**config.mk**
```make
export PLATFORM = sky130hd
export DESIGN_NAME = rppa_front
export DESIGN_NICKNAME = d
export VERILOG_FILES = /design/src/rtl/core/random_pick_page_allocator_defines.svh /design/src/rtl/core/rppa_pkg.sv /design/src/rtl/core/rppa_front.sv
export SDC_FILE = /design/constraint.sdc
export NUM_CORES = 1
export LEC_CHECK = 0
export BUFFER_PORTS_ARGS = -buffer_cell sky130_fd_sc_hd__buf_2
export CAP_MARGIN = 20
export CORE_ASPECT_RATIO = 1.5
export CORE_MARGIN = 3
export CORE_UTILIZATION = 30
export CTS_CLUSTER_SIZE = 40
export DETAILED_ROUTE_END_ITERATION = 12
export GPL_TIMING_DRIVEN = 0
export PLACE_DENSITY_LB_ADDON = 0.1
export SLEW_MARGIN = 20
export SYNTH_ARGS = -nofsm -noshare
export SYNTH_HDL_FRONTEND = slang
export SYNTH_SLANG_ARGS = --single-unit
export TNS_END_PERCENT = 1
```
**constraint.sdc**
```tcl
create_clock -name aclk -period 4.6 [get_ports aclk]
set_input_delay 0.92 -clock aclk [delete_from_list [all_inputs] [get_ports aclk]]
set_output_delay 0.92 -clock aclk [all_outputs]
set_load 0.005 [all_outputs]
```
**src/rtl/core/random_pick_page_allocator_defines.svh**
```systemverilog
// assertion macros for the page allocator
// no dependencies
`ifndef RANDOM_PICK_PAGE_ALLOCATOR_DEFINES_SVH
`define RANDOM_PICK_PAGE_ALLOCATOR_DEFINES_SVH
// implication checked on every edge outside reset
`define RPPA_ASSERT_IMP(lbl, ante, cons) \
    lbl: assert property (@(posedge aclk) disable iff (!aresetn) (ante) |-> (cons)) \
        else $error("rppa check failed");
// next-cycle implication
`define RPPA_ASSERT_NXT(lbl, ante, cons) \
    lbl: assert property (@(posedge aclk) disable iff (!aresetn) (ante) |=> (cons)) \
        else $error("rppa check failed");
`endif

```
**src/rtl/core/rppa_pkg.sv**
```systemverilog
// shared types and constants for the page allocator
// no dependencies
package rppa_pkg;
    localparam int PAGE_SLOTS_DEF = 1024;
    localparam int MAX_DUMP_DEF   = 64;
    localparam int PN_W           = 20;

    typedef enum logic [1:0] {
        CMD_ALLOC = 2'd0,
        CMD_FREE  = 2'd1,
        CMD_DUMP  = 2'd2,
        CMD_NONE  = 2'd3
    } cmd_t;

    localparam logic [1:0] ST_OK    = 2'd0;
    localparam logic [1:0] ST_EMPTY = 2'd1;
    localparam logic [1:0] ST_BAD   = 2'd2;
    localparam logic [1:0] ST_DUMP  = 2'd3;

    localparam logic REG_LOWEST = 1'b0;
    localparam logic REG_TOP    = 1'b1;

    // classified work item handed from front to back
    typedef struct packed {
        cmd_t            cmd;
        logic            bad;
        logic [PN_W-1:0] pn;
        logic [30:0]     rnd;
        logic [6:0]      cnt;
    } op_t;
endpackage

```
**src/rtl/core/rppa_front.sv**
```systemverilog
// front end: accepts words, checks free addresses, queues classified ops
// depends on rppa_pkg
module rppa_front #(
    parameter int MAX_DUMP = rppa_pkg::MAX_DUMP_DEF
) (
    input  logic                   aclk,
    input  logic                   aresetn,
    input  logic                   s_valid,
    output logic                   s_ready,
    input  logic [1:0]             s_command,
    input  logic [31:0]            s_address,
    input  logic [30:0]            s_random_value,
    input  logic [6:0]             s_count,
    input  logic [19:0]            lowest_page,
    input  logic [20:0]            top_page,
    output logic                   q_valid,
    input  logic                   q_ready,
    output rppa_pkg::op_t          q_op
);
    // two-entry queue
    rppa_pkg::op_t q_reg [2];
    logic [1:0] cnt_reg;
    logic       rd_reg;
    rppa_pkg::op_t op_in;
    logic [19:0] pn;
    logic push, pop;

    assign pn = s_address[31:12];
    always_comb begin
        op_in.cmd = rppa_pkg::cmd_t'(s_command);
        op_in.bad = (s_address[11:0] != 12'd0) || (pn < lowest_page)
                    || ({1'b0, pn} >= top_page);
        op_in.pn  = pn;
        op_in.rnd = s_random_value;
        op_in.cnt = (s_count > 7'(MAX_DUMP)) ? 7'(MAX_DUMP) : s_count;
    end

    assign s_ready = (cnt_reg != 2'd2);
    assign push    = s_valid && s_ready && (s_command != rppa_pkg::CMD_NONE);
    assign q_valid = (cnt_reg != 2'd0);
    assign q_op    = q_reg[rd_reg];
    assign pop     = q_valid && q_ready;

    always_ff @(posedge aclk) begin
        if (!aresetn) begin
            cnt_reg <= 2'd0;
            rd_reg  <= 1'b0;
        end else begin
            cnt_reg <= cnt_reg + 2'(push) - 2'(pop);
            if (pop) rd_reg <= ~rd_reg;
        end
        // write slot sits just past the stored entries
        if (push) q_reg[rd_reg ^ cnt_reg[0]] <= op_in;
    end
endmodule

```
==> summary.txt <==
Power and ir drop
  – Lkg Pwr: 3.142 nW
  – Maximum vdd drop: 214.1 µV
  – Total power: 0.003925 W
  – PwrDens: between 500 and 600 nW/µm²

Timing
  – Worst slew margin: 0.5687
  – Ratio of final minimum period to clock period: 0.5718
  – Max Fclk: 380.2 MHz
  – Fin. Hold Viols: 0
  – RSZ-0062 raised after global routing: no
  – Crit path time final: 2.630 ns
  – Final setup viols: 0
  – Max Slew Vio Count: 0
  – Worst Tran Pin Value: 0.6456 ns
  – Layout Skew: 0.006562 ns

GRT
  – Largest net degree at the start of global routing: 24
  – First-pass GRT wire length: 19960 µm
  – GRT overflow: 0
  – Vias in the first global route: between 3000 and 4000
  – Initial antenna violation count: 0
  – Gr usage total: 0.1243

Clock tree
  – Root buffer cell: clkbuf_16
  – CTS resizes: 0
  – Worst-Skew Late Latency: 0.40 ns
  – Post-CTS setup buffer count: 0
  – TritonCTS clock tree: yes
  – Hold_buf cts: 0
  – CTS clk-pin slew, worst paths: 0.06 ns
  – Clock buffer depth: 2
  – H-tree depth: 4
  – Total CTS buffers: 17
  – Clock Sinks: 126

Synthesis
  – Mapped Cells: around 360
  – Top post-synthesis cells by area: edfxtp_1, mux2_2, ha_1, inv_1, dfxtp_1
  – Fraction of registers with async set or reset after synthesis: 0
  – Synth top cells by count: edfxtp_1, mux2_2, ha_1, inv_1, a21oi_1
  – Count leader, synth: edfxtp_1
  – YS warnings: 0
  – Synthesized Nets: about 520
  – Post-synth top flop: edfxtp_1
  – Yosys reg bits: 126
  – Mapped Area: 5630 µm²
  – Synth top area share: 0.6507
  – Post-synthesis sequential area ratio: 0.6649
  – Synthesized area per cell: 15.60 µm²
  – Cell variety after synth: 33
  – Post-synth EDFFs: 122
  – Yosys top cell by area: edfxtp_1

Setup path
  – CP bufs+invs: 3
  – Worst Setup Path Type: reg -> out
  – WP data required: about 3.7 ns
  – Crit-path cells: buf_2 -> buf_2 -> mux2_2 -> buf_2
  – CP top delay family: buffers and inverters
  – Startpoint Class: flip-flop
  – Crit-path max FO: 10
  – Crit path largest cell delay: 0.37 ns
  – Critical Path Sink Type: primary output
  – Cell mode on critical path: buf_2
  – CP arrival: 1.71 ns
  – Slowest CP cell: mux2_2

Run
  – Maxcap violations: 0

Routing
  – Detail Route Antenna Nets: 0
  – DR iter-0 viols: 127
  – DR WL/cell: about 15 µm
  – Total wire length: 12520 µm
  – Number of remaining DRC errors: 0
  – Via count: 3614
  – Drt via density: 4.381
  – Drt first pass iters: 4

Placed design
  – Placed cell count: 793
  – Placer congestion estimate: 0.7610
  – IO buf count: 179
  – Hpwl dp: about 9400 µm

Die
  – Placeable Area: 18170 µm²
  – Die H: ~170 µm
  – Starting Density: 0.3099
  – Die area: between 20000 and 25000 µm²
  – # IOs: 180
  – Die Wd: between 100 and 150 µm
  – Row count: 60

Finish
  – Area Growth Syn to Fin: 34.20%
  – Diodes inserted: 0
  – Fin cells: 825
  – Fill cells: 1760
  – Final net count: 722
  – Share of cells above drive strength 1: 0.4974
  – Final Util: 0.4159
  – Max reg flops: 122

Min path
  – Tightest Hold Check Type: reg -> reg

Status
  – Status: finished clean
==> tightest hold or removal path, stage by stage, from the launching register on <==
cell and delay (ns):
dfxtp_1 0.35, xnor2_1 0.10, nor2b_1 0.10
==> layer usage <==
metal / GRT usage / up-vias / part of all wire
li1: - / 1752 / -
met1: 0.1358 / 1729 / 0.39
met2: 0.2225 / 122 / 0.53
met3: 0.03950 / 11 / 0.061
met4: 0.04988 / 0 / 0.018
met5: 0 / - / 0
==> report_power, final <==
group,internal [W],switching [W]
combinational,0.000494,0.000497
sequential,0.00154,0.0000481
clock,0.000810,0.000533
total,0.00285,0.00108
==> area by class of cell <==
type,count,area (µm²),area share
multi-input combinational,187,1713,0.2267
inverter,40,150.1,0.01987
clock buffer,18,429.2,0.05680
tap,248,310.3,0.04107
buffer,8,38.79,0.005133
sequential,126,3744,0.4954
timing repair buffer,184,1011,0.1338
clock inverter,14,160.2,0.02120
==> path summary, 6_finish.rpt <==
| path | startpoint | to | slack [ns] | cells past startpoint |
|---|---|---|---|---|
| worst max register to register | cnt_reg[0] | q_reg[1][32] | 2.68 | 4 |
| worst max-delay path | flip-flop | q_op[48] | 1.97 | 4 |
| worst min-delay path | rd_reg | flip-flop | 0.58 | 2 |
| worst min register to register | rd_reg | flip-flop | 0.58 | 2 |
==> metrics by stage <==
step | worst slack (ns) | hold WS (ns) | setup TNS, ns | cell area [µm²]
global route | 1.812 | 0.6215 | 0 | 7556
CTS | 1.869 | 0.5908 | 0 | 7556
detailed placement | 2.020 | 0.5738 | 0 | 6967
finish | 1.970 | 0.5846 | 0 | 7556
global placement | -1.749 | 0.5727 | -198.18 | 6837
floorplan | 0.3030 | 0.5454 | 0 | 5630
==> logic make-up after synthesis <==
kind of cell | synth area share
simple gates | 0.04756
buf+inv | 0.03355
fa+ha+maj | 0.09111
xor+xnor | 0.006223
compound gates | 0.03467
flops | 0.6649
mux | 0.1220
==> placed cells by master, fill, tap and decap left out, drive strengths merged, types with 3 or more instances in the layout <==
cell type	synthesis	final
mux2	61	61
nand4	4	4
a21oi	15	15
ha	41	41
xnor2	3	3
nand2	9	9
clkinvlp	0	3
nor2	8	8
dfxtp	4	4
inv	40	45
nor4	4	4
nor2b	10	10
clkbuf	1	19
buf	7	191
and2	3	3
edfxtp	122	122
o21ai	9	9
clkinv	0	4
Power figures use the tool's default switching activity.
